$ cat src/rtl/pctd_pkg.sv
package pctd_pkg;

   // Fixed widths of the stream fields
   localparam int CODE_W     = 16;
   localparam int LEN_W      = 5;
   localparam int SYM_W      = 8;
   localparam int STAT_W     = 2;
   localparam int REQ_DATA_W = 32;

   typedef enum logic {
      FUNC_INSERT = 1'b0,
      FUNC_DECODE = 1'b1
   } func_type;

   typedef enum logic [STAT_W-1:0] {
      ST_DECODED  = 2'd0,
      ST_INSERTED = 2'd1,
      ST_FULL     = 2'd2,
      ST_INVALID  = 2'd3
   } status_type;

endpackage

$ cat src/rtl/pctd_walk_ctrl.sv
module pctd_walk_ctrl #(
   parameter int NODE_COUNT   = 512,
   parameter int MAX_CODE_LEN = 16,
   parameter int SYMBOL_BITS  = 8
) (
   input  logic                           clock,
   input  logic                           reset,
   // item side
   input  logic                           item_valid,
   output logic                           item_ready,
   input  pctd_pkg::func_type             func,
   input  logic [pctd_pkg::CODE_W-1:0]    code_bits,
   input  logic [pctd_pkg::LEN_W-1:0]     code_length,
   input  logic [pctd_pkg::SYM_W-1:0]     symbol,
   input  logic                           stream_bit,
   // node store
   output logic                           rd_en,
   output logic [$clog2(NODE_COUNT)-1:0]  rd_addr,
   input  logic [SYMBOL_BITS+2*$clog2(NODE_COUNT):0] rd_data,
   output logic                           wr_en,
   output logic [$clog2(NODE_COUNT)-1:0]  wr_addr,
   output logic [SYMBOL_BITS+2*$clog2(NODE_COUNT):0] wr_data,
   // result side
   output logic                           res_valid,
   input  logic                           res_ready,
   output pctd_pkg::status_type           res_status,
   output logic [pctd_pkg::SYM_W-1:0]     res_symbol
);

   localparam int IDX_W = $clog2(NODE_COUNT);
   localparam int CNT_W = $clog2(NODE_COUNT + 1);
   localparam int KW    = $clog2(MAX_CODE_LEN + 1);
   localparam int ENT_W = 1 + SYMBOL_BITS + 2 * IDX_W;
   localparam int SUM_W = CNT_W + KW;

   typedef enum logic [6:0] {
      S_INIT      = 7'b0000001,
      S_IDLE      = 7'b0000010,
      S_INS_CHK   = 7'b0000100,
      S_ALLOC     = 7'b0001000,
      S_DEC_CHILD = 7'b0010000,
      S_DEC_LABEL = 7'b0100000,
      S_SEND      = 7'b1000000
   } state_type;

   state_type                    state_ff, state_in;
   logic [IDX_W-1:0]             cur_ff, cur_in;
   logic [IDX_W-1:0]             walk_ff, walk_in;
   logic [CNT_W-1:0]             used_ff, used_in;
   logic [KW-1:0]                left_ff, left_in;
   logic [pctd_pkg::CODE_W-1:0]  code_ff, code_in;
   logic [SYMBOL_BITS-1:0]       sym_ff, sym_in;
   logic                         bit_ff, bit_in;
   pctd_pkg::status_type         res_status_ff, res_status_in;
   logic [pctd_pkg::SYM_W-1:0]   res_sym_ff, res_sym_in;

   logic                         rd_lab;
   logic [SYMBOL_BITS-1:0]       rd_label;
   logic [IDX_W-1:0]             rd_left, rd_right;
   logic [KW-1:0]                bit_pos;
   logic [pctd_pkg::CODE_W-1:0]  code_shift;
   logic                         ins_bit;
   logic [IDX_W-1:0]             ins_child, dec_child, new_idx;
   logic                         no_room;
   logic [KW-1:0]                len_clamp;

   assign rd_lab   = rd_data[ENT_W-1];
   assign rd_label = rd_data[ENT_W-2 -: SYMBOL_BITS];
   assign rd_right = rd_data[2*IDX_W-1 -: IDX_W];
   assign rd_left  = rd_data[IDX_W-1:0];

   // code bits above the field width read as zero through the shift
   assign bit_pos    = left_ff - KW'(1);
   assign code_shift = code_ff >> bit_pos;
   assign ins_bit    = code_shift[0];
   assign ins_child  = ins_bit ? rd_right : rd_left;
   assign dec_child  = bit_ff ? rd_right : rd_left;
   assign new_idx    = used_ff[IDX_W-1:0];
   assign no_room    = (SUM_W'(used_ff) + SUM_W'(left_ff)) > SUM_W'(NODE_COUNT);
   assign len_clamp  = (code_length > MAX_CODE_LEN) ? KW'(MAX_CODE_LEN) : KW'(code_length);

   always_comb begin
      state_in      = state_ff;
      cur_in        = cur_ff;
      walk_in       = walk_ff;
      used_in       = used_ff;
      left_in       = left_ff;
      code_in       = code_ff;
      sym_in        = sym_ff;
      bit_in        = bit_ff;
      res_status_in = res_status_ff;
      res_sym_in    = res_sym_ff;
      item_ready    = 1'b0;
      res_valid     = 1'b0;
      rd_en         = 1'b0;
      rd_addr       = '0;
      wr_en         = 1'b0;
      wr_addr       = cur_ff;
      wr_data       = '0;

      case (state_ff)
         S_INIT: begin
            // clear the root entry
            wr_en    = 1'b1;
            wr_addr  = '0;
            state_in = S_IDLE;
         end
         S_IDLE: begin
            item_ready = 1'b1;
            if (item_valid) begin
               rd_en = 1'b1;
               if (func == pctd_pkg::FUNC_INSERT) begin
                  rd_addr  = '0;
                  cur_in   = '0;
                  left_in  = len_clamp;
                  code_in  = code_bits;
                  sym_in   = SYMBOL_BITS'(symbol);
                  state_in = S_INS_CHK;
               end else begin
                  rd_addr  = walk_ff;
                  bit_in   = stream_bit;
                  state_in = S_DEC_CHILD;
               end
            end
         end
         S_INS_CHK: begin
            res_sym_in = '0;
            if (left_ff == '0) begin
               // label an existing node, keep its children
               wr_en         = 1'b1;
               wr_data       = {1'b1, sym_ff, rd_right, rd_left};
               res_status_in = pctd_pkg::ST_INSERTED;
               state_in      = S_SEND;
            end else if (ins_child != '0) begin
               // follow the existing child
               cur_in  = ins_child;
               left_in = left_ff - KW'(1);
               rd_en   = 1'b1;
               rd_addr = ins_child;
            end else if (no_room) begin
               res_status_in = pctd_pkg::ST_FULL;
               state_in      = S_SEND;
            end else begin
               // hook the first new node under the current one
               wr_en    = 1'b1;
               wr_data  = {rd_lab, rd_label,
                           ins_bit ? new_idx : rd_right,
                           ins_bit ? rd_left : new_idx};
               cur_in   = new_idx;
               used_in  = used_ff + CNT_W'(1);
               left_in  = left_ff - KW'(1);
               state_in = S_ALLOC;
            end
         end
         S_ALLOC: begin
            wr_en = 1'b1;
            if (left_ff == '0) begin
               wr_data       = {1'b1, sym_ff, {2*IDX_W{1'b0}}};
               res_status_in = pctd_pkg::ST_INSERTED;
               res_sym_in    = '0;
               state_in      = S_SEND;
            end else begin
               // fresh node with one child, the next one allocated
               wr_data  = {1'b0, {SYMBOL_BITS{1'b0}},
                           ins_bit ? new_idx : {IDX_W{1'b0}},
                           ins_bit ? {IDX_W{1'b0}} : new_idx};
               cur_in   = new_idx;
               used_in  = used_ff + CNT_W'(1);
               left_in  = left_ff - KW'(1);
            end
         end
         S_DEC_CHILD: begin
            if (dec_child == '0) begin
               walk_in       = '0;
               res_status_in = pctd_pkg::ST_INVALID;
               res_sym_in    = '0;
               state_in      = S_SEND;
            end else begin
               cur_in   = dec_child;
               rd_en    = 1'b1;
               rd_addr  = dec_child;
               state_in = S_DEC_LABEL;
            end
         end
         S_DEC_LABEL: begin
            if (rd_lab) begin
               walk_in       = '0;
               res_status_in = pctd_pkg::ST_DECODED;
               res_sym_in    = pctd_pkg::SYM_W'(rd_label);
               state_in      = S_SEND;
            end else begin
               walk_in  = cur_ff;
               state_in = S_IDLE;
            end
         end
         S_SEND: begin
            res_valid = 1'b1;
            if (res_ready) begin
               state_in = S_IDLE;
            end
         end
         default: begin
            state_in = S_IDLE;
         end
      endcase
   end

   always_ff @(posedge clock) begin
      if (reset) begin
         state_ff <= S_INIT;
         walk_ff  <= '0;
         used_ff  <= CNT_W'(1);
      end else begin
         state_ff <= state_in;
         walk_ff  <= walk_in;
         used_ff  <= used_in;
      end
   end

   always_ff @(posedge clock) begin
      cur_ff        <= cur_in;
      left_ff       <= left_in;
      code_ff       <= code_in;
      sym_ff        <= sym_in;
      bit_ff        <= bit_in;
      res_status_ff <= res_status_in;
      res_sym_ff    <= res_sym_in;
   end

   assign res_status = res_status_ff;
   assign res_symbol = res_sym_ff;

endmodule

$ cat config.mk
export PLATFORM = sky130hd
export DESIGN_NAME = pctd_walk_ctrl
export DESIGN_NICKNAME = d
export VERILOG_FILES = /design/src/rtl/pctd_pkg.sv /design/src/rtl/pctd_walk_ctrl.sv
export SDC_FILE = /design/constraint.sdc
export NUM_CORES = 1
export LEC_CHECK = 0
export BUFFER_PORTS_ARGS = -buffer_cell sky130_fd_sc_hd__buf_2
export CORE_UTILIZATION = 45
export DETAILED_ROUTE_END_ITERATION = 10
export HOLD_SLACK_MARGIN = 0.12
export PLACE_DENSITY = 0.79
export REMOVE_ABC_BUFFERS = 1
export SLEW_MARGIN = 20
export SYNTH_ARGS = -nofsm -noshare
export SYNTH_HDL_FRONTEND = slang
export SYNTH_SLANG_ARGS = --single-unit
$ cat constraint.sdc
create_clock -name clock -period 10.2 [get_ports clock]
set_input_delay 2.55 -clock clock [delete_from_list [all_inputs] [get_ports clock]]
set_output_delay 2.55 -clock clock [all_outputs]
set_load 0.02 [all_outputs]
# Word level (Yosys, flattened, before mapping)
# Cells that the tools add are included.
[totals]
regBits = 75
in_bits = 62
out_inout_bits = 59
word_cells = 130
[classes]
n_addsub = 3
magnitude_cmp = 2
eq_ne = 21
shift = 1
muxes = 74
n_bitwise = 1
n_reduce_logical = 18
[op_table]
columns = ["operator", "count"]
rows = [
  ["9-bit 2-to-1 mux", 21],
  ["27-bit 2-to-1 mux", 4],
  ["7-bit 2-to-1 mux", 8],
  ["27-bit one-hot mux with 2 select lines", 1],
  ["7-bit one-hot mux with 6 select lines", 1],
  ["10-bit 2-to-1 mux", 4],
  ["5-bit 2-to-1 mux", 8],
  ["9-bit one-hot mux with 4 select lines", 1],
  ["8-bit one-hot mux with 4 select lines", 1],
  ["9-bit one-hot mux with 3 select lines", 1],
  ["8-bit 2-to-1 mux", 3],
  ["2-bit inequality test, second input constant", 11],
  ["10-bit one-hot mux with 2 select lines", 1],
  ["9-bit one-hot mux with 2 select lines", 1],
  ["16-bit by 5-bit right shift with 1-bit output", 1],
  ["5-bit one-hot mux with 3 select lines", 1],
  ["2-bit 2-to-1 mux", 6],
  ["6-bit AND reduction", 2],
  ["10-bit by 5-bit adder with 11-bit output", 1],
  ["11-bit by 10-bit greater-than comparator with 1-bit output, second input constant", 1],
  ["10-bit by 1-bit adder with 10-bit output, second input constant", 1],
  ["9-bit zero test", 1],
  ["1-bit 2-to-1 mux", 9],
  ["3-bit inequality test, second input constant", 3],
  ["other kinds (24)", 28],
]

# Logic depth before layout (Yosys ltp)
# Gate-level depths: netlist (run 1).
[logic_depth]
depth_word = 7
mapped_depth = 12
depth_no_buf = 11

# Worst setup path after synthesis (run 1)
# Ideal clock, no wire load.
[synth_timing]
path_kind = "in2out"
start = "in rd_data[9]"
end = "out wr_data[10]"
arrival_time_ps = 4229
t_required_ps = 7650
slack_ps = 3421
cell_stages = 7
path_buffers = 0
path_cell_list = "nor4_1 nand2_1 nor2_1 mux2_2 nand4_1 a21oi_1 a22o_1"
[synth_via]
elab_chain_len = 5
[synth_rtl]
columns = ["element", "line_no", "rtl"]
rows = [
  ["from (decl)", "pctd_walk_ctrl.sv:19", "input logic [SYMBOL_BITS+2*$clog2(NODE_COUNT):0] rd_data,"],
  ["9-bit 2-to-1 mux", "pctd_walk_ctrl.sv:76", "assign ins_child = ins_bit ? rd_right : rd_left;"],
  ["9-bit nonzero test", "pctd_walk_ctrl.sv:134", "end else if (ins_child != '0) begin"],
  ["27-bit 2-to-1 mux", "pctd_walk_ctrl.sv:134", ""],
  ["27-bit 2-to-1 mux", "pctd_walk_ctrl.sv:128", "if (left_ff == '0) begin"],
  ["27-bit one-hot mux with 2 select lines", "pctd_walk_ctrl.sv:101", "case (state_ff)"],
  ["to (decl)", "pctd_walk_ctrl.sv:22", "output logic [SYMBOL_BITS+2*$clog2(NODE_COUNT):0] wr_data,"],
]
# No other way between the ends.

# Final worst setup path (run 1)
[layout_timing]
start = "in rd_data[13]"
end = "out wr_data[13]"
[layout_via]
elab_chain_len = 5
elab_cells_between_ends = 7
classes_between = "6 x mux; 1 x reduce/logical"
[layout_rtl]
columns = ["element", "line_no"]
rows = [
  ["9-bit 2-to-1 mux (on tied branches)", "pctd_walk_ctrl.sv:76, pctd_walk_ctrl.sv:147"],
  ["9-bit nonzero test or 27-bit 2-to-1 mux (tied branches)", "pctd_walk_ctrl.sv:134, pctd_walk_ctrl.sv:140"],
  ["27-bit 2-to-1 mux", "pctd_walk_ctrl.sv:134"],
  ["27-bit 2-to-1 mux *", "pctd_walk_ctrl.sv:128"],
  ["27-bit one-hot mux with 2 select lines *", "pctd_walk_ctrl.sv:101"],
]
# Every way passes the cells marked *; elsewhere a longest branch is shown, timed or not.

==> results of run 1 <==
layer usage:
layer | global-route usage | routed length (um)
met5 | 0 | 0
met4 | 0.0825 | 232
met3 | 0.0455 | 927
met2 | 0.408 | 6030
met1 | 0.302 | 4990
sequential cells by signal, summed over array words and instances, names as in the netlist:
name        flops
cur_ff          9
bit_ff          1
state_ff        7
sym_ff          8
res_symbol      8
res_status      2
walk_ff         9
used_ff        10
left_ff         5
code_ff        16
kinds of logic after synthesis:
group	Yosys count	synth area share
AOI/OAI and AO/OA	119	0.196
xor gates and xnor gates	4	0.00789
adders and majority gates	8	0.0242
buffers and inverters	43	0.0366
DFF	75	0.448
muxes	36	0.0957
and+or+nand+nor	168	0.191
cell usage after synthesis (all sizes together), types with 3 or more instances:
master and instances:
dfxtp 26, or3 3, mux4 4, nand4b 4
edfxtp 49, o31ai 3, clkbuf 19, o221ai 9
mux2i 20, nor2b 10, o21ai 14, ha 7
a22oi 18, and2 19, nor4 8, inv 21
a211oi 5, o22ai 10, a22o 17, mux2 12
a21oi 20, nand4 4, buf 3, o2111ai 5
nor2 46, nand3 14, nor3 5, nand2 41
nand2b 3
worst paths after layout:
kind,start,slack [ns],cells past startpoint,to
min reg2reg,walk_ff[1],0.51,2,walk_ff[1]
max,rd_data[13],2.60,9,wr_data[13]
min,walk_ff[1],0.51,2,walk_ff[1]
max reg2reg,left_ff[0],5.44,9,cur_ff[6]
cells in the final DEF, fill, tap and decap left out, drive strengths merged, types with 3 or more instances in the layout:
cell	synthesis	layout
a211oi	5	5
a21oi	20	20
a22o	17	17
a22oi	18	18
and2	19	19
buf	3	121
clkbuf	19	9
clkinv	0	3
dfxtp	26	26
edfxtp	49	49
ha	7	7
inv	21	23
mux2	12	12
mux2i	20	20
mux4	4	4
nand2	41	41
nand2b	3	3
nand3	14	14
nand4	4	4
nand4b	4	4
nor2	46	46
nor2b	10	10
nor3	5	5
nor4	8	8
o2111ai	5	5
o21ai	14	14
o221ai	9	9
o22ai	10	10
o31ai	3	3
or3	3	3
per-stage QoR:
step           instance area [um^2]  hold WS (ns)
4_1_cts                        5340         0.510
2_1_floorplan                  4360         0.465
5_1_grt                        5360         0.547
3_3_place_gp                   5140         0.481
3_5_place_dp                   5140         0.490
6_report                       5360         0.509
where the power goes:
part           leakage, nW  switching [mW]  internal, mW  total, mW
clock network       0.0979           0.117         0.115      0.231
logic                 1.53          0.0467        0.0315     0.0782
registers            0.671         0.00509         0.330      0.335
total                 2.30           0.169         0.476      0.645
area by class of cell:
type                            instances  area (um^2)  share of cell area
Timing Repair Buffer                  121          608               0.113
Multi-Input combinational cell        335         2320               0.433
Clock buffer                            9          124              0.0231
Clock inverter                          7         76.3              0.0142
Inverter                               21         78.8              0.0147
Sequential cell                        75         1990               0.372
Tap cell                              129          161              0.0301
tightest hold or removal path, delay by kind of cell (launching register included):
| kind | cells | cell delay [ns] |
|---|---|---|
| AOI/OAI and AO/OA | 1 | 0.07 |
| and+or+nand+nor | 1 | 0.07 |
| DFF | 1 | 0.34 |
==> metrics.yaml, run 1 <==
yosys:
  synth.area.top_cells: "edfxtp_1 (33%), dfxtp_1 (12%), mux2i_1 (4.5%), nor2_1 (3.9%), nand2_1 (3.5%)"
  ys_types: 59
  synth_ff_type: "edfxtp_1"
  avgSynthCellArea_um2: 9.81
  synth-edff-count: 49
  yosysSeqAreaShare: 0.448
  ys_warn_count: 0
  ys_ff_latch: 75
  synth_top_area_frac: 0.331
  async_flop_share: 0
  synth_area_um2: 4440
  synth_area_leader_cell: "edfxtp_1"
  netlist_instances: 453
cts:
  clk_pin_slew_ns: 0.08
  cts-htree-levels: 3
  post_cts_buffers: 0
  cts_tree: "done"
  max-clock-path-buffers: 2
  tritoncts_num_sinks: 75
  cts_hold_buf: 0
  cts_resized: 0
  insertion_delay_ns: 0.35
  cts_buffers: 9
  cts_root_buf: "clkbuf_8"
floorplan:
  dieArea_um2: 10300
  initial_core_util: 0.472
  num_rows: 35
  core-area_um2: 9420
  die-width_um: 101
  die_height_um: 101
  io_pins: 121
timing:
  fmax_mhz: 132
  clock_skew_ns: 0.0139
  fin_tns_setup_ns: 0
  rsz0062_at_grt: "no"
  layout_setup_ws_ns: 2.60
  tightest_slew_ns: 1.20
  fin_crit_sh: 0.745
  setup_violations: 0
  hold_violations: 0
  drv_slew: 0
  finalCriticalPeriod_ns: 7.60
  max_slew_margin: 0.195
setup_path:
  worst_setup_path_start_kind: "input pin"
  cp_data_required_time_ns: 7.65
  cp_common_cell: "buf_2"
  path_max_fanout: 9
  cp_slowest_stage_delay_ns: 0.77
  worst_path_dominant_cell_family: "compound AO/OA/AOI/OAI gates"
  path_cells: "buf_2 > nor4_1 > nand2_1 > nor2_1 > mux2_2 > nand4_1 > a21oi_1 > a22o_1 > buf_2"
  slowest_stage: "a21oi_1"
  cp-end-kind: "output pin"
  crit_arrival_ns: 5.05
  crit_buf_inv: 2
  crit_type: "in -> out"
placed_design:
  gp_congestion: 0.892
  dp.cells: 681
  dp_hpwl_um: 8800
  portBuffers: 120
  place_ws_ns: 2.66
layout:
  num-nets-final: 633
  finalNonFillerCells: 697
  n_fill_cell: 829
  fin_util: 0.569
  layout-drive-gt1-share: 0.282
  diodes: 0
  area_delta_synth_final_pct: 20.6
power:
  power_density_nw_per_um2: 120
  p_leak_nw: 2.30
  p_total_mw: 0.645
  irDropWorstVdd_v: 0.0000723
global_route:
  antenna_found_initial: 0
  grt.total_usage: 0.239
  gr-total-overflow: 0
  grt_pass1_wl_um: 18700
  grt_max_degree: 35
  grt_pass1_vias: 3779
detailed_routing:
  drt-total-wl_um: 12200
  via_per_inst: 5.94
  drtAntennaViolNets: 0
  num_vias: 4137
  wl_per_cell_um: 17.5
  dr.pass1.iters: 4
  drt_iter0_drc: 295
  drc_errors: 0
flow_run:
  cap_violations: 0
min_path:
  hold_path_class: "reg -> reg"
run_status:
  status: "complete, no violations"
(Power assumes the default switching activity.)
==> inputs of run 2 (changes only) <==
==> constraint.sdc (replaced) <==
create_clock -name clock -period 7.83 [get_ports clock]
set_input_delay 1.9575 -clock clock [delete_from_list [all_inputs] [get_ports clock]]
set_output_delay 1.9575 -clock clock [all_outputs]
set_load 0.02 [all_outputs]
==> metrics.yaml, run 2 (same netlist as run 1, synthesis figures left out) <==
run_status:
  status: "complete, no violations"  # unchanged
placed_design:
  gp_congestion: 0.892  # about the same
  dp_hpwl_um: 8850  # was 8800 um
  portBuffers: 120  # unchanged
  dp.cells: 681  # unchanged
flow_run:
  cap_violations: 0  # unchanged
min_path:
  min_to: "walk_ff[1]"  # unchanged
  min_from: "walk_ff[1]"  # unchanged
  min_path_cells: 2  # unchanged
  hold_path_class: "reg -> reg"  # unchanged
cts:
  cts_root_buf: "clkbuf_8"  # unchanged
  clk_pin_slew_ns: 0.08  # about the same
  cts_hold_buf: 0  # unchanged
  max-clock-path-buffers: 2  # unchanged
  cts_buffers: 9  # unchanged
  cts_tree: "done"  # unchanged
  post_cts_buffers: 0  # unchanged
  tritoncts_num_sinks: 75  # unchanged
  cts_resized: 0  # unchanged
  cts-htree-levels: 3  # unchanged
  insertion_delay_ns: 0.35  # about the same
setup_path:
  ff2ff_path_depth: 9  # unchanged
  cp_data_required_time_ns: 5.87  # was 7.65 ns
  cp_slowest_stage_delay_ns: 0.79  # was 0.77 ns
  crit_type: "reg -> out"  # was in -> out
  crit_arrival_ns: 4.61  # was 5.05 ns
  cp-startpoint: "left_ff[0]"  # was rd_data[13]
  reg2reg_setup_slack_ns: 3.03  # was 5.44 ns
  r2r-end: "cur_ff[3]"  # was cur_ff[6]
  worst_setup_path_start_kind: "register"  # was input pin
  path_max_fanout: 26  # was 9
  path_cells: "inv_1 > ha_1 > mux4_2 > mux2_2 > a22oi_4 > mux2_2 > nand4_1 > a21oi_1 > a22o_1 > buf_2"  # was buf_2 > nor4_1 > nand2_1 > nor2_1 > mux2_2 > nand4_1 > a21oi_1 > a22o_1 > buf_2
  crit_buf_inv: 2  # unchanged
  cp_common_cell: "mux2_2"  # was buf_2
  slowest_stage: "a21oi_1"  # unchanged
  cp-end-kind: "output pin"  # unchanged
  worst_path_dominant_cell_family: "compound AO/OA/AOI/OAI gates"  # unchanged
  worst-path-stages: 10  # was 9
  r2r-start: "left_ff[0]"  # unchanged
timing:
  finalCriticalPeriod_ns: 6.57
  whs_ns: 0.505  # was 0.509 ns
  drv_slew: 0  # unchanged
  setup_violations: 0  # unchanged
  fin_tns_setup_ns: 0  # unchanged
  hold_violations: 0  # unchanged
  clock_skew_ns: 0.0119  # was 0.0139 ns
  fin_crit_sh: 0.839
  max_slew_margin: 0.239  # was 0.195
  rsz0062_at_grt: "no"  # unchanged
  fmax_mhz: 152
  tightest_slew_ns: 1.13  # was 1.20 ns
floorplan:
  die_height_um: 101  # unchanged
  core-area_um2: 9420  # unchanged
  dieArea_um2: 10300  # unchanged
  die-width_um: 101  # unchanged
  initial_core_util: 0.472  # unchanged
  io_pins: 121  # unchanged
  num_rows: 35  # unchanged
global_route:
  grt.total_usage: 0.240  # was 0.239
  grt_max_degree: 35  # unchanged
  antenna_found_initial: 0  # unchanged
  gr-total-overflow: 0  # unchanged
  grt_pass1_wl_um: 18800  # was 18,700 um
  grt_pass1_vias: 3955  # was 3,779
power:
  p_total_mw: 0.874  # was 0.645 mW
  irDropWorstVdd_v: 0.0000843  # was 0.0000723 V
  p_leak_nw: 2.32  # was 2.30 nW
  power_density_nw_per_um2: 162  # was 120 nW/um^2
detailed_routing:
  drc_errors: 0  # unchanged
  drt_iter0_drc: 329  # was 295
  dr.pass1.iters: 5  # was 4
  via_per_inst: 5.94  # about the same
  drt-total-wl_um: 12100  # was 12,200 um
  num_vias: 4139  # was 4,137
  wl_per_cell_um: 17.4  # was 17.5 um
  drtAntennaViolNets: 0  # unchanged
layout:
  regMostFlops: "code_ff"  # unchanged
  diodes: 0  # unchanged
  layout-drive-gt1-share: 0.282  # unchanged
  fin_util: 0.572  # was 0.569
  mostFrequentLayoutCells: "buf_2 (120), edfxtp_1 (49), nor2_1 (45)"  # unchanged
  finalNonFillerCells: 697  # unchanged
  largest_register_ffs: 16  # unchanged
  area_delta_synth_final_pct: 21.2  # was 20.6%
  num-nets-final: 633  # unchanged
  largestRegisters: "code_ff: 16 flops, used_ff: 10 flops"  # unchanged
  layout_commonest_cell: "buf_2"  # unchanged
-- run 2: changes by cell type in the layout (fill, tap and decap cells not counted), sizes merged --
| cell | change |
|---|---|
| bufinv | +1 |
| clkinv | -1 |
-- run 2: power breakdown --
| group | internal (mW) | switching, mW | leakage [nW] | total, mW |
|---|---|---|---|---|
| Sequential | 0.430 | 0.00657 | 0.671 | 0.436 |
| Combinational | 0.0410 | 0.0609 | 1.53 | 0.102 |
| Clock | 0.182 | 0.154 | 0.109 | 0.336 |
| Total | 0.653 | 0.221 | 2.32 | 0.874 |
-- run 2: worst max-delay path by stage --
stage,to,slack [ns]
3_3_place_gp,wr_data[13],1.54
3_5_place_dp,wr_data[16],1.46
5_1_grt,wr_data[10],0.96
6_report,wr_data[10],1.26
2_1_floorplan,wr_data[10],2.23
4_1_cts,wr_data[16],1.31
-- run 2: layout make-up --
class,instances,area [um^2]
flip-flops and latches,75,1990
clock buffers,9,124
well taps,129,161
inverters,21,78.8
clock inverters,7,100
multi-input cells,335,2320
fillers,830,4030
repair buffers,121,608
-- run 2: metal layers --
layer	vias to the layer above	wire length [um]	track usage
met5	-	0	0
met4	0	206	0.100
met3	24	1050	0.0497
met2	225	5970	0.404
met1	1948	4930	0.300
li1	1942	-	-
-- run 2: stage by stage --
| stage | setup WS (ns) | area, um^2 |
|---|---|---|
| after floorplan | 2.23 | 4360 |
| after global placement | 1.54 | 5140 |
| after detailed placement | 1.46 | 5140 |
| after CTS | 1.31 | 5370 |
| after global routing | 0.961 | 5380 |
| final | 1.26 | 5380 |
-- run 2: tightest hold or removal path, delay by kind of cell, from the launching register on --
family	cells	cell delay (ns)
AOI/OAI and AO/OA	1	0.07
and+or+nand+nor	1	0.07
DFF	1	0.33
